File: src/ssp_pkg.sv
// shared types, constants and field layouts of the serial port master
// no dependencies; imported by every module of the block
`timescale 1ns / 1ps

package ssp_pkg;

	// data fifo geometry
	localparam int FIFO_DEPTH = 8;
	localparam int FIFO_PTR_W = $clog2(FIFO_DEPTH);
	localparam int FIFO_CNT_W = $clog2(FIFO_DEPTH + 1);
	localparam int FIFO_HALF  = FIFO_DEPTH / 2;

	// decoded request queue between front and back
	localparam int CMDQ_DEPTH = 4;
	localparam int CMDQ_PTR_W = $clog2(CMDQ_DEPTH);
	localparam int CMDQ_CNT_W = $clog2(CMDQ_DEPTH + 1);

	// control1 bits
	localparam int CR1_RXIE = 0;
	localparam int CR1_TXIE = 1;
	localparam int CR1_ORIE = 2;
	localparam int CR1_LBM  = 3;
	localparam int CR1_SSE  = 4;

	// interrupt status bits
	localparam int IS_RX = 0;
	localparam int IS_TX = 1;
	localparam int IS_OR = 2;
	localparam int IS_RT = 3;

	localparam logic [7:0] PRESCALE_MASK = 8'hfe;

	typedef enum logic [1:0] {
		REQ_READ  = 2'd0,
		REQ_WRITE = 2'd1,
		REQ_TICK  = 2'd2,
		REQ_NOP   = 2'd3
	} req_type_t;

	typedef enum logic [2:0] {
		REG_CR0      = 3'd0,
		REG_CR1      = 3'd1,
		REG_DATA     = 3'd2,
		REG_STATUS   = 3'd3,
		REG_PRESCALE = 3'd4,
		REG_ICR      = 3'd5,
		REG_TIMEOUT  = 3'd6,
		REG_UNMAPPED = 3'd7
	} reg_index_t;

	// what the back end has to do with a request
	typedef enum logic [1:0] {
		CMD_IDLE  = 2'd0,
		CMD_READ  = 2'd1,
		CMD_WRITE = 2'd2,
		CMD_TICK  = 2'd3
	} cmd_kind_t;

	typedef struct packed {
		cmd_kind_t   kind;
		reg_index_t  idx;
		logic [31:0] wdata;
		logic [15:0] rxw;
	} cmd_t;

	// result layout, read_data in the lowest bits
	typedef struct packed {
		logic        irq_combined;
		logic        irq_rx_timeout;
		logic        irq_receive;
		logic        irq_transmit;
		logic        irq_overrun;
		logic [4:0]  tx_bits;
		logic [15:0] tx_word;
		logic        tx_valid;
		logic        access_ok;
		logic [31:0] read_data;
	} result_t;

	typedef struct packed {
		logic [CMDQ_CNT_W-1:0] count;
		logic                  full;
		logic                  empty;
	} cmdq_status_t;

endpackage

File: src/ssp_serial_port_controller_unit.sv
// top level of the synchronous serial port master
// depends on ssp_pkg, ssp_front, ssp_cmd_queue and ssp_exec
//
//   channel  dir  handshake               payload
//   s_axis   in   s_axis_tvalid/tready    tdata: write_data, rx_word
//                                         tuser: req_type, reg_index, full_word
//   m_axis   out  m_axis_tvalid/tready    tdata: read_data .. irq_combined
//
// one request per cycle sustained while the command queue is not full;
// each request gives exactly one result, via front register, queue and result register
// the back end applies every register and fifo update of a request as it accepts it
// asynchronous reset clears all control state; fifo contents are undefined until written
// a four-entry queue lets the front keep accepting while the output stalls
`timescale 1ns / 1ps

module ssp_serial_port_controller_unit
	import ssp_pkg::*;
(
	input  logic        clk,
	input  logic        arst_n,
	input  logic        s_axis_tvalid,
	output logic        s_axis_tready,
	input  logic [47:0] s_axis_tdata,  // write_data[31:0], rx_word[47:32]
	input  logic [5:0]  s_axis_tuser,  // req_type[1:0], reg_index[4:2], full_word[5]
	output logic        m_axis_tvalid,
	input  logic        m_axis_tready,
	output logic [63:0] m_axis_tdata   // read_data[31:0], access_ok[32], tx_valid[33],
	                                    // tx_word[49:34], tx_bits[54:50], irq_overrun[55],
	                                    // irq_transmit[56], irq_receive[57],
	                                    // irq_rx_timeout[58], irq_combined[59], zero[63:60]
);

	logic         front_valid;
	cmd_t         front_cmd;
	logic         q_push_ready;
	logic         q_pop_valid;
	logic         q_pop_ready;
	cmd_t         q_cmd;
	cmdq_status_t q_status;
	result_t      res;

	// request classification
	ssp_front u_front (
		.clk       (clk),
		.arst_n    (arst_n),
		.in_valid  (s_axis_tvalid),
		.in_ready  (s_axis_tready),
		.in_req    (s_axis_tuser[1:0]),
		.in_idx    (s_axis_tuser[4:2]),
		.in_full   (s_axis_tuser[5]),
		.in_wdata  (s_axis_tdata[31:0]),
		.in_rxw    (s_axis_tdata[47:32]),
		.cmd_valid (front_valid),
		.cmd_ready (q_push_ready),
		.cmd       (front_cmd)
	);

	// decoupling queue
	ssp_cmd_queue u_queue (
		.clk        (clk),
		.arst_n     (arst_n),
		.push_valid (front_valid),
		.push_ready (q_push_ready),
		.push_cmd   (front_cmd),
		.pop_valid  (q_pop_valid),
		.pop_ready  (q_pop_ready),
		.pop_cmd    (q_cmd),
		.status     (q_status)
	);

	// execution and result register
	ssp_exec u_exec (
		.clk       (clk),
		.arst_n    (arst_n),
		.cmd_valid (q_pop_valid),
		.cmd_ready (q_pop_ready),
		.cmd       (q_cmd),
		.res_valid (m_axis_tvalid),
		.res_ready (m_axis_tready),
		.res       (res)
	);

	assign m_axis_tdata = {4'b0, res};

	// a command the queue cannot take stays put in the front register
	a_front_hold: assert property (@(posedge clk) disable iff (!arst_n)
		front_valid && !q_push_ready |=> front_valid && $stable(front_cmd))
		else $error("front command changed while the queue was full");

	// queue fill never passes its depth, and full and empty exclude each other
	a_queue_bounds: assert property (@(posedge clk) disable iff (!arst_n)
		q_status.count <= CMDQ_CNT_W'(CMDQ_DEPTH) && !(q_status.full && q_status.empty))
		else $error("command queue fill out of range");

	// a transfer result is never a bus access and always carries a bit count
	a_tx_result: assert property (@(posedge clk) disable iff (!arst_n)
		m_axis_tvalid && res.tx_valid |-> !res.access_ok && res.tx_bits != 5'd0)
		else $error("transfer result with bus access flag or zero bit count");

endmodule

File: src/ssp_front.sv
// front end: accepts bus requests and ticks, classifies them into commands
// depends on ssp_pkg
`timescale 1ns / 1ps

module ssp_front
	import ssp_pkg::*;
(
	input  logic        clk,
	input  logic        arst_n,
	input  logic        in_valid,
	output logic        in_ready,
	input  logic [1:0]  in_req,
	input  logic [2:0]  in_idx,
	input  logic        in_full,
	input  logic [31:0] in_wdata,
	input  logic [15:0] in_rxw,
	output logic        cmd_valid,
	input  logic        cmd_ready,
	output cmd_t        cmd
);

	logic      valid_s1;
	cmd_t      cmd_s1;
	cmd_kind_t kind;
	logic      acc_ok;

	// rejected accesses and no-ops collapse into an idle command
	always_comb begin
		acc_ok = in_full && (reg_index_t'(in_idx) != REG_UNMAPPED);
		kind   = CMD_IDLE;
		case (req_type_t'(in_req))
			REQ_READ: begin
				if (acc_ok) kind = CMD_READ;
			end
			REQ_WRITE: begin
				if (acc_ok && reg_index_t'(in_idx) != REG_STATUS) kind = CMD_WRITE;
			end
			REQ_TICK: kind = CMD_TICK;
			default: kind = CMD_IDLE;
		endcase
	end

	assign in_ready  = !valid_s1 || cmd_ready;
	assign cmd_valid = valid_s1;
	assign cmd       = cmd_s1;

	// stage valid
	always_ff @(posedge clk or negedge arst_n) begin
		if (!arst_n) begin
			valid_s1 <= 1'b0;
		end else if (in_ready) begin
			valid_s1 <= in_valid;
		end
	end

	// stage payload
	always_ff @(posedge clk) begin
		if (in_valid && in_ready) begin
			cmd_s1.kind  <= kind;
			cmd_s1.idx   <= reg_index_t'(in_idx);
			cmd_s1.wdata <= in_wdata;
			cmd_s1.rxw   <= in_rxw;
		end
	end

endmodule

File: src/ssp_cmd_queue.sv
// short command queue that decouples the front end from the back end
// depends on ssp_pkg
`timescale 1ns / 1ps

module ssp_cmd_queue
	import ssp_pkg::*;
(
	input  logic         clk,
	input  logic         arst_n,
	input  logic         push_valid,
	output logic         push_ready,
	input  cmd_t         push_cmd,
	output logic         pop_valid,
	input  logic         pop_ready,
	output cmd_t         pop_cmd,
	output cmdq_status_t status
);

	cmd_t                  mem_q [CMDQ_DEPTH];
	logic [CMDQ_PTR_W-1:0] wr_ptr_q;
	logic [CMDQ_PTR_W-1:0] rd_ptr_q;
	logic [CMDQ_CNT_W-1:0] count_q;
	logic                  push;
	logic                  pop;
	logic                  full;
	logic                  empty;

	function automatic logic [CMDQ_PTR_W-1:0] ptr_inc(input logic [CMDQ_PTR_W-1:0] p);
		ptr_inc = (p == CMDQ_PTR_W'(CMDQ_DEPTH - 1)) ? '0 : p + 1'b1;
	endfunction

	assign full       = (count_q == CMDQ_CNT_W'(CMDQ_DEPTH));
	assign empty      = (count_q == '0);
	assign push_ready = !full;
	assign pop_valid  = !empty;
	assign pop_cmd    = mem_q[rd_ptr_q];
	assign push       = push_valid && !full;
	assign pop        = pop_ready && !empty;

	assign status.count = count_q;
	assign status.full  = full;
	assign status.empty = empty;

	// pointers and fill count
	always_ff @(posedge clk or negedge arst_n) begin
		if (!arst_n) begin
			wr_ptr_q <= '0;
			rd_ptr_q <= '0;
			count_q  <= '0;
		end else begin
			if (push) wr_ptr_q <= ptr_inc(wr_ptr_q);
			if (pop) rd_ptr_q <= ptr_inc(rd_ptr_q);
			if (push && !pop) count_q <= count_q + 1'b1;
			else if (pop && !push) count_q <= count_q - 1'b1;
		end
	end

	// entry storage
	always_ff @(posedge clk) begin
		if (push) mem_q[wr_ptr_q] <= push_cmd;
	end

endmodule

File: src/ssp_exec.sv
// back end: register file, data fifos, clock divider and interrupt lines
// depends on ssp_pkg; holds the result register toward the output
`timescale 1ns / 1ps

module ssp_exec
	import ssp_pkg::*;
(
	input  logic    clk,
	input  logic    arst_n,
	input  logic    cmd_valid,
	output logic    cmd_ready,
	input  cmd_t    cmd,
	output logic    res_valid,
	input  logic    res_ready,
	output result_t res
);

	// fifo storage and pointers
	logic [15:0]           txf_q [FIFO_DEPTH];
	logic [15:0]           rxf_q [FIFO_DEPTH];
	logic [FIFO_PTR_W-1:0] tx_head_q, tx_head_n, tx_tail;
	logic [FIFO_PTR_W-1:0] rx_head_q, rx_head_n, rx_tail;
	logic [FIFO_CNT_W-1:0] tx_cnt_q, tx_cnt_n;
	logic [FIFO_CNT_W-1:0] rx_cnt_q, rx_cnt_n;

	// registers
	logic [15:0] cr0_q, cr0_n;
	logic [4:0]  cr1_q, cr1_n;
	logic [7:0]  prescale_q, prescale_n;
	logic [15:0] timeout_q, timeout_n;
	logic [3:0]  is_q, is_n;
	logic [15:0] div_q, div_n, div_cur;
	logic [15:0] reload_q, reload_n;
	logic [4:0]  irq_q, irq_n;
	logic        out_valid_q;
	result_t     res_q, res_n;

	logic        exec;
	logic        tx_push, tx_pop, rx_push, rx_pop;
	logic [15:0] tx_head_data, rx_head_data, rx_push_data;
	logic        refresh;
	logic        reload_load;
	logic [7:0]  mul_scr, mul_psc;
	logic [8:0]  scr_p1;
	logic [16:0] prod;

	function automatic logic [FIFO_PTR_W-1:0] ptr_add(input logic [FIFO_PTR_W-1:0] p,
			input logic [FIFO_CNT_W-1:0] n);
		logic [FIFO_CNT_W:0] s;
		s = {{(FIFO_CNT_W + 1 - FIFO_PTR_W){1'b0}}, p} + {1'b0, n};
		if (s >= (FIFO_CNT_W + 1)'(FIFO_DEPTH)) s = s - (FIFO_CNT_W + 1)'(FIFO_DEPTH);
		ptr_add = s[FIFO_PTR_W-1:0];
	endfunction

	assign cmd_ready    = !out_valid_q || res_ready;
	assign exec         = cmd_valid && cmd_ready;
	assign res_valid    = out_valid_q;
	assign res          = res_q;
	assign tx_head_data = txf_q[tx_head_q];
	assign rx_head_data = rxf_q[rx_head_q];
	assign tx_tail      = ptr_add(tx_head_q, tx_cnt_q);
	assign rx_tail      = ptr_add(rx_head_q, rx_cnt_q);

	// divider reload (1+scr)*prescale, recomputed when either operand is written
	assign scr_p1   = {1'b0, mul_scr} + 9'd1;
	assign prod     = {8'b0, scr_p1} * {9'b0, mul_psc};
	assign reload_n = (prod == '0) ? 16'd1 : prod[15:0];

	// command execution
	always_comb begin
		cr0_n        = cr0_q;
		cr1_n        = cr1_q;
		prescale_n   = prescale_q;
		timeout_n    = timeout_q;
		is_n         = is_q;
		div_n        = div_q;
		div_cur      = div_q;
		irq_n        = irq_q;
		tx_push      = 1'b0;
		tx_pop       = 1'b0;
		rx_push      = 1'b0;
		rx_pop       = 1'b0;
		rx_push_data = cmd.rxw;
		refresh      = 1'b0;
		reload_load  = 1'b0;
		mul_scr      = cr0_q[15:8];
		mul_psc      = prescale_q;
		res_n        = '0;
		if (exec) begin
			case (cmd.kind)
				CMD_READ: begin
					res_n.access_ok = 1'b1;
					case (cmd.idx)
						REG_CR0: res_n.read_data = {16'b0, cr0_q};
						REG_CR1: res_n.read_data = {27'b0, cr1_q};
						REG_DATA: begin
							if (rx_cnt_q != '0) begin
								res_n.read_data = {16'b0, rx_head_data};
								rx_pop          = 1'b1;
							end
						end
						REG_STATUS: res_n.read_data = {27'b0,
							tx_cnt_q != '0,
							rx_cnt_q == FIFO_CNT_W'(FIFO_DEPTH),
							rx_cnt_q != '0,
							tx_cnt_q != FIFO_CNT_W'(FIFO_DEPTH),
							tx_cnt_q == '0};
						REG_PRESCALE: res_n.read_data = {24'b0, prescale_q};
						REG_ICR: res_n.read_data = {28'b0, is_q};
						REG_TIMEOUT: res_n.read_data = {16'b0, timeout_q};
						default: res_n.read_data = '0;
					endcase
				end
				CMD_WRITE: begin
					res_n.access_ok = 1'b1;
					case (cmd.idx)
						REG_CR0: begin
							cr0_n       = cmd.wdata[15:0];
							mul_scr     = cmd.wdata[15:8];
							reload_load = 1'b1;
						end
						REG_CR1: begin
							cr1_n = cmd.wdata[4:0];
							if (!cmd.wdata[CR1_ORIE]) is_n[IS_OR] = 1'b0;
							refresh = 1'b1;
						end
						REG_DATA: begin
							if (tx_cnt_q != FIFO_CNT_W'(FIFO_DEPTH)) tx_push = 1'b1;
						end
						REG_PRESCALE: begin
							prescale_n  = cmd.wdata[7:0] & PRESCALE_MASK;
							mul_psc     = cmd.wdata[7:0] & PRESCALE_MASK;
							reload_load = 1'b1;
						end
						REG_ICR: begin
							is_n[IS_OR] = 1'b0;
							refresh     = 1'b1;
						end
						REG_TIMEOUT: begin
							timeout_n   = cmd.wdata[15:0];
							is_n[IS_RT] = 1'b0;
						end
						default: res_n.access_ok = 1'b1;
					endcase
				end
				CMD_TICK: begin
					if (cr1_q[CR1_SSE]) begin
						div_cur = (div_q == '0) ? reload_q : div_q;
						div_n   = div_cur - 16'd1;
						if (div_n == '0) begin
							if (tx_cnt_q != '0) begin
								tx_pop         = 1'b1;
								res_n.tx_valid = 1'b1;
								res_n.tx_word  = tx_head_data;
								res_n.tx_bits  = 5'd1 + {1'b0, cr0_q[3:0]};
								rx_push_data   = cr1_q[CR1_LBM] ? tx_head_data : cmd.rxw;
								if (rx_cnt_q == FIFO_CNT_W'(FIFO_DEPTH)) is_n[IS_OR] = 1'b1;
								else rx_push = 1'b1;
								refresh = 1'b1;
							end else if (timeout_q != '0) begin
								is_n[IS_RT] = 1'b1;
								refresh     = 1'b1;
							end
						end
					end
				end
				default: res_n = '0;
			endcase
		end

		// fifo occupancy after this command
		tx_cnt_n  = tx_cnt_q;
		rx_cnt_n  = rx_cnt_q;
		if (tx_push) tx_cnt_n = tx_cnt_q + 1'b1;
		if (tx_pop) tx_cnt_n = tx_cnt_q - 1'b1;
		if (rx_push) rx_cnt_n = rx_cnt_q + 1'b1;
		if (rx_pop) rx_cnt_n = rx_cnt_q - 1'b1;
		tx_head_n = tx_pop ? ptr_add(tx_head_q, FIFO_CNT_W'(1)) : tx_head_q;
		rx_head_n = rx_pop ? ptr_add(rx_head_q, FIFO_CNT_W'(1)) : rx_head_q;

		// level bits and interrupt lines
		if (refresh) begin
			is_n[IS_TX] = (tx_cnt_n < FIFO_CNT_W'(FIFO_HALF));
			is_n[IS_RX] = (rx_cnt_n >= FIFO_CNT_W'(FIFO_HALF));
			irq_n[0]    = is_n[IS_OR] & cr1_n[CR1_ORIE];
			irq_n[1]    = is_n[IS_TX] & cr1_n[CR1_TXIE];
			irq_n[2]    = is_n[IS_RX] & cr1_n[CR1_RXIE];
			irq_n[3]    = is_n[IS_RT];
			irq_n[4]    = (|(is_n[2:0] & cr1_n[2:0])) | is_n[IS_RT];
		end

		res_n.irq_overrun    = irq_n[0];
		res_n.irq_transmit   = irq_n[1];
		res_n.irq_receive    = irq_n[2];
		res_n.irq_rx_timeout = irq_n[3];
		res_n.irq_combined   = irq_n[4];
	end

	// control state
	always_ff @(posedge clk or negedge arst_n) begin
		if (!arst_n) begin
			tx_head_q   <= '0;
			rx_head_q   <= '0;
			tx_cnt_q    <= '0;
			rx_cnt_q    <= '0;
			cr0_q       <= '0;
			cr1_q       <= '0;
			prescale_q  <= '0;
			timeout_q   <= '0;
			is_q        <= '0;
			div_q       <= '0;
			reload_q    <= 16'd1;
			irq_q       <= '0;
			out_valid_q <= 1'b0;
		end else begin
			tx_head_q  <= tx_head_n;
			rx_head_q  <= rx_head_n;
			tx_cnt_q   <= tx_cnt_n;
			rx_cnt_q   <= rx_cnt_n;
			cr0_q      <= cr0_n;
			cr1_q      <= cr1_n;
			prescale_q <= prescale_n;
			timeout_q  <= timeout_n;
			is_q       <= is_n;
			div_q      <= div_n;
			irq_q      <= irq_n;
			if (reload_load) reload_q <= reload_n;
			if (exec) out_valid_q <= 1'b1;
			else if (res_ready) out_valid_q <= 1'b0;
		end
	end

	// fifo entries and result payload
	always_ff @(posedge clk) begin
		if (tx_push) txf_q[tx_tail] <= cmd.wdata[15:0];
		if (rx_push) rxf_q[rx_tail] <= rx_push_data;
		if (exec) res_q <= res_n;
	end

endmodule
File: config.mk
export PLATFORM = sky130hd
export DESIGN_NAME = ssp_serial_port_controller_unit
export DESIGN_NICKNAME = d
export VERILOG_FILES = /design/src/ssp_pkg.sv /design/src/ssp_serial_port_controller_unit.sv /design/src/ssp_front.sv /design/src/ssp_cmd_queue.sv /design/src/ssp_exec.sv
export SDC_FILE = /design/constraint.sdc
export NUM_CORES = 1
export LEC_CHECK = 0
export BUFFER_PORTS_ARGS = -buffer_cell sky130_fd_sc_hd__buf_2
export CAP_MARGIN = 20
export CORE_MARGIN = 2
export CORE_UTILIZATION = 55
export DETAILED_ROUTE_END_ITERATION = 10
export PLACE_DENSITY = 0.72
export SYNTH_ARGS = -nofsm -noshare
export SYNTH_HDL_FRONTEND = slang
export SYNTH_HIERARCHICAL = 1
export SYNTH_SLANG_ARGS = --single-unit
File: constraint.sdc
create_clock -name clk -period 12.2 [get_ports clk]
set_input_delay 1.83 -clock clk [delete_from_list [all_inputs] [get_ports clk]]
set_output_delay 1.83 -clock clk [all_outputs]
set_load 0.05 [all_outputs]
==> impl_metrics.csv, run 1 <==
group,metric,value,unit
floorplan,die_x,224.1,um
critical_path,reg2regPathDepth,31,
power,power.internal,4.819,mW
routing,dr_total_vias,14623,
synthesis,mappedNetlistArea,0.02665,mm2
floorplan,num_rows,80,
job,drv_cap,0,
timing,setup_viol,0,
timing,fin_crit_sh,81.09,%
floorplan,initial_utilization,55.81,%
cts,cts.path.max_buffers,3,
place,gp_congestion,0.8890,
power,power_density,257.3,mW/mm2
cts,cts_sinks,594,
final_layout,nNetsFinal,1961,
timing,period_needed,9.893,ns
cts,clk_latency,0.64,ns
timing,holdWs,0.4824,ns
cts,cts_setup_buffers,0,
cts,cts_made_buffers,59,
critical_path,path_max_fanout,24,
cts,ctsHoldBuffers,0,
critical_path,rr_startpoint,"u_queue/rd_ptr_q[0]$_DFFE_PN0P_",
routing,routedWlPerCell,22.28,um
timing,fin_worst_skew,0.04335,ns
timing,fmax,0.1011,GHz
timing,worstMarginPinSlew,1.184,ns
floorplan,io_pins,124,
critical_path,end_kind,"register",
min_path,worstHoldPathCells,0,
synthesis,syn_inst,1699,
min_path,holdPathEnd,"u_queue/mem_q[1][0]$_DFFE_PP_",
final_layout,drive_gt1_share,21.83,%
timing,finalHoldViolCount,0,
synthesis,yosysWarnings,6,
routing,routed_wl,54940,um
global_routing,grtUsageTotal,22.27,%
critical_path,crit_type,"register to register",
place,io_buffer_count,87,
cts,htreeDepth,2,
routing,dr.pass1.iters,6,
critical_path,worstPathRequired,12.74,ns
final_layout,syn2layout_area_growth,11.52,%
min_path,min_from,"u_front/cmd[0]$_DFFE_PP_",
routing,vias_per_cell,5.930,
global_routing,grt_pass1_wl,84290,um
power,switching_share,36.98,%
critical_path,cp_slowest_cell,"dfrtp_2",
critical_path,startpoint_type,"register",
power,combPwrFrac,36.2,%
synthesis,syn_area_per_cell,15.68,um2
final_layout,diodes,0,
final_layout,mostFrequentLayoutCells,"edfxtp_1 (485), nor2_1 (159), nand2_1 (110)",
timing,rsz0062_at_grt,"no",
cts,cts.repair.resized,0,
critical_path,r2r-end,"u_exec/reload_q[0]$_DFFE_PN1P_",
routing,drt_iter0_drc,1529,
floorplan,dieArea,0.05023,mm2
critical_path,max_stage_delay,0.79,ns
power,max-vdd-ir-drop,0.1441,mV
cts,cts_tree,"done",
critical_path,rrSetupSlack,2.31,ns
power,p_switching,2.827,mW
timing,final_max_slew_viol_count,0,
power,clockPowerShare,24.1,%
global_routing,grt_max_degree,72,
global_routing,overflow,0,
min_path,min_path_type,"register to register",
timing,tns,0,ns
status,outcome,"finished clean",
power,leakagePower,10.95,nW
cts,clk_pin_slew,0.07,ns
timing,max_slew_margin,20.23,%
routing,drc_errors,0,
final_layout,fill_cells,3402,
global_routing,antenna_found_initial,0,
cts,clock-root-buffer,"clkbuf_16",
power,pwr-share-seq,39.7,%
place,dp_hpwl,35920,um
critical_path,cp_data_arrival_time,10.44,ns
final_layout,layout_commonest_cell,"edfxtp_1",
global_routing,grt_pass1_vias,14424,
floorplan,die_h,224.1,um
floorplan,core_area,0.04775,mm2
routing,ant_nets,0,
-- final cells by class --
type | count | area (um2) | area share, %
inverters | 93 | 349.1 | 1.175
multi-input cells | 939 | 8620 | 29.01
flip-flops and latches | 594 | 17300 | 58.21
clock buffers | 68 | 1510 | 5.082
clock inverters | 44 | 490.5 | 1.651
well taps | 615 | 769.5 | 2.589
repair buffers | 113 | 678.2 | 2.282
-- worst max-delay path by stage --
stage | start | end | slack [ns]
final | u_queue/rd_ptr_q[0]$_DFFE_PN0P_ | u_exec/reload_q[0]$_DFFE_PN1P_ | 2.31
after global placement | m_axis_tready | u_exec/reload_q[0]$_DFFE_PN1P_ | 2.19
after floorplan | m_axis_tready | u_exec/reload_q[0]$_DFFE_PN1P_ | 1.47
after global routing | u_queue/rd_ptr_q[0]$_DFFE_PN0P_ | u_exec/reload_q[0]$_DFFE_PN1P_ | 1.55
after CTS | u_queue/rd_ptr_q[0]$_DFFE_PN0P_ | u_exec/reload_q[0]$_DFFE_PN1P_ | 2.29
after detailed placement | m_axis_tready | u_exec/reload_q[0]$_DFFE_PN1P_ | 2.06
-- state kept, by name, summed over array words and instances (netlist names), 3 cells and up --
name and cells:
u_exec/rxf_q 128, u_front/cmd 37, u_queue/count_q 3, u_exec/res 44, u_exec/div_q 16, u_exec/timeout_q 16
u_exec/irq_q 5, u_exec/cr0_q 16, u_exec/tx_head_q 3, u_exec/reload_q 16, u_exec/txf_q 128, u_exec/cr1_q 5
u_exec/prescale_q 8, u_queue/mem_q 148, u_exec/rx_cnt_q 4, u_exec/is_q 4, u_exec/tx_cnt_q 4, u_exec/rx_head_q 3
-- power groups by stage --
stage / combinational [mW] / clock [mW] / sequential (mW)
after floorplan: 1.94 / 0 / 3.11
after global placement: 2.69 / 0 / 3.06
after detailed placement: 2.75 / 0 / 3.07
after CTS: 2.77 / 1.88 / 3.04
after global routing: 3.06 / 1.96 / 3.08
final: 2.77 / 1.84 / 3.04
-- worst max-delay path: cells and delay by family (launching register included) --
family	cells	cell delay, ns
mux	2	1.10
compound gates	9	1.88
flops	1	0.79
xor+xnor	1	0.68
fa+ha+maj	7	2.81
buf+inv	5	0.91
simple gates	7	1.57
-- per-layer routing --
layer,part of all wire [%],GRT usage [%],vias up
met5,0,0,-
met2,48,34.81,567
met4,1.7,5.914,0
li1,-,-,6539
met3,7.9,4.446,64
met1,43,32.44,7453
-- per-stage QoR --
| stage | cell area [um2] | setup slack [ns] | power [mW] | cells | utilization (%) |
|---|---|---|---|---|---|
| final | 29720 | 2.307 | 7.646 | 2466 | 62.24 |
| after global routing | 29720 | 1.548 | 8.090 | 2466 | 62.24 |
| after CTS | 29640 | 2.293 | 7.690 | 2462 | 62.08 |
| after detailed placement | 27640 | 2.059 | 5.823 | 2350 | 57.89 |
| after global placement | 27640 | 2.186 | 5.748 | 2350 | 57.89 |
| after floorplan | 26710 | 1.473 | 5.050 | 1717 | - |
Note: power is estimated with default switching activity, not from simulation.
==> inputs of run 2 (changes only) <==
==> constraint.sdc (replaced) <==
create_clock -name clk -period 10 [get_ports clk]
set_input_delay 1.5 -clock clk [delete_from_list [all_inputs] [get_ports clk]]
set_output_delay 1.5 -clock clk [all_outputs]
set_load 0.05 [all_outputs]
==> impl_metrics.csv, run 2 (synthesis results as in run 1) <==
group,metric,value,unit
status,outcome,"finished clean",
final_layout,fill_cells,3422,
routing,highest_layer,"met4",
cts,cts_sinks,594,
routing,wl_met1,24150,um
timing,rsz0062_at_grt,"no",
final_layout,mostFrequentLayoutCells,"edfxtp_1 (485), nor2_1 (159), nand2_1 (110)",
critical_path,rrSetupSlack,1.06,ns
critical_path,reg2regPathDepth,30,
final_layout,multi_input_area,0.008620,mm2
timing,period_needed,8.940,ns
place,dp_hpwl,36230,um
global_routing,grt_pass1_wl,85590,um
routing,ant_nets,0,
routing,route.met3.wl,3232,um
critical_path,max_stage_delay,0.60,ns
power,leakagePower,10.93,nW
timing,setup_viol,0,
floorplan,die_h,224.1,um
critical_path,worstPathRequired,10.53,ns
cts,cts.repair.resized,0,
critical_path,cp_data_arrival_time,9.47,ns
routing,routed_wl,55150,um
final_layout,largest_reg_flops,148,
critical_path,crit_type,"register to register",
cts,cts.path.max_buffers,3,
critical_path,startpoint_type,"register",
cts,clk_latency,0.65,ns
timing,max_slew_margin,22.06,%
cts,cts_tree,"done",
cts,clk_pin_slew,0.06,ns
cts,htreeDepth,2,
min_path,min_from,"u_exec/is_q[1]$_DFFE_PN0P_",
job,drv_cap,0,
critical_path,rr_startpoint,"u_queue/rd_ptr_q[1]$_DFFE_PN0P_",
critical_path,end_kind,"register",
final_layout,seq_area,0.01730,mm2
cts,clock-root-buffer,"clkbuf_16",
final_layout,final_util,62.09,%
cts,cts_made_buffers,59,
routing,vias_per_cell,5.931,
routing,wl_met2,26730,um
timing,worstMarginPinSlew,1.157,ns
routing,dr_total_vias,14633,
floorplan,dieArea,0.05023,mm2
final_layout,syn2layout_area_growth,11.25,%
critical_path,path_max_fanout,18,
floorplan,num_rows,80,
place,io_buffer_count,87,
floorplan,io_pins,124,
final_layout,drive_gt1_share,21.98,%
cts,ctsHoldBuffers,0,
critical_path,cp_slowest_cell,"xor2_1",
global_routing,grtUsageTotal,22.60,%
min_path,worstHoldPathCells,2,
routing,drc_errors,0,
power,max-vdd-ir-drop,0.1731,mV
final_layout,nNetsFinal,1963,
timing,fmax,0.1119,GHz
floorplan,die_x,224.1,um
min_path,min_path_type,"register to register",
min_path,holdPathEnd,"u_exec/is_q[1]$_DFFE_PN0P_",
final_layout,layout_commonest_cell,"edfxtp_1",
place,gp_congestion,0.8802,
final_layout,regMostFlops,"u_queue/mem_q",
cts,cts_setup_buffers,0,
final_layout,diodes,0,
routing,drt_iter0_drc,1278,
global_routing,antenna_found_initial,0,
critical_path,r2r-end,"u_exec/reload_q[0]$_DFFE_PN1P_",
timing,fin_crit_sh,89.40,%
global_routing,overflow,0,
global_routing,grt_max_degree,68,
timing,final_max_slew_viol_count,0,
final_layout,largestRegisters,"u_queue/mem_q x148, u_exec/rxf_q x128, u_exec/txf_q x128",
routing,dr.pass1.iters,7,
floorplan,initial_utilization,55.81,%
floorplan,core_area,0.04775,mm2
timing,tns,0,ns
timing,finalHoldViolCount,0,
routing,routedWlPerCell,22.35,um
timing,fin_worst_skew,0.03784,ns
power,power_density,313.9,mW/mm2
global_routing,grt_pass1_vias,14673,
==> run 2: layout make-up <==
cell class / instances / share of cell area (%)
Clock buffer: 67 / 5.183
Clock inverter: 44 / 1.435
Inverter: 93 / 1.178
Multi-Input combinational cell: 939 / 29.07
Sequential cell: 594 / 58.35
Tap cell: 615 / 2.596
Timing Repair Buffer: 115 / 2.186
==> run 2: per-stage QoR <==
| stage | instance area (um2) | setup slack [ns] | power (mW) | cells | hold WS (ns) |
|---|---|---|---|---|---|
| after global routing | 29650 | 0.4177 | 9.847 | 2467 | 0.5143 |
| after floorplan | 26720 | 0.4146 | 6.160 | 1717 | 0.4493 |
| final | 29650 | 1.060 | 9.306 | 2467 | 0.4852 |
| after global placement | 27670 | 0.8735 | 7.029 | 2354 | 0.4626 |
| after CTS | 29630 | 1.055 | 9.351 | 2465 | 0.4823 |
| after detailed placement | 27670 | 0.7418 | 7.120 | 2354 | 0.4684 |
==> run 2: layer usage <==
layer | vias up | track usage, %
li1 | 6558 | -
met5 | - | 0
met2 | 485 | 36.56
met3 | 67 | 2.807
met1 | 7523 | 32.94
met4 | 0 | 6.065
==> run 2: how the worst max path moves through the flow <==
stage,startpoint,to,slack [ns],cells past startpoint
6_report,u_queue/rd_ptr_q[1]$_DFFE_PN0P_,u_exec/reload_q[0]$_DFFE_PN1P_,1.06,30
3_5_place_dp,m_axis_tready,u_exec/reload_q[0]$_DFFE_PN1P_,0.74,29
2_1_floorplan,m_axis_tready,u_exec/reload_q[0]$_DFFE_PN1P_,0.41,32
4_1_cts,u_queue/rd_ptr_q[1]$_DFFE_PN0P_,u_exec/reload_q[0]$_DFFE_PN1P_,1.05,30
5_1_grt,u_queue/rd_ptr_q[1]$_DFFE_PN0P_,u_exec/reload_q[0]$_DFFE_PN1P_,0.42,30
3_3_place_gp,m_axis_tready,u_exec/reload_q[0]$_DFFE_PN1P_,0.87,29
==> run 2: worst max-delay path: cells and delay by family, from the launching register on <==
kind / cells / cell delay, ns
flops: 1 / 0.56
fa+ha+maj: 7 / 2.79
compound gates: 9 / 1.91
xor+xnor: 1 / 0.60
buf+inv: 6 / 0.86
mux: 2 / 0.92
simple gates: 5 / 1.19
==> run 2: where the power goes <==
part	total, mW	internal (mW)	switching [mW]
Combinational	3.45	1.22	2.23
Sequential	3.66	3.37	0.286
Clock	2.20	1.26	0.937
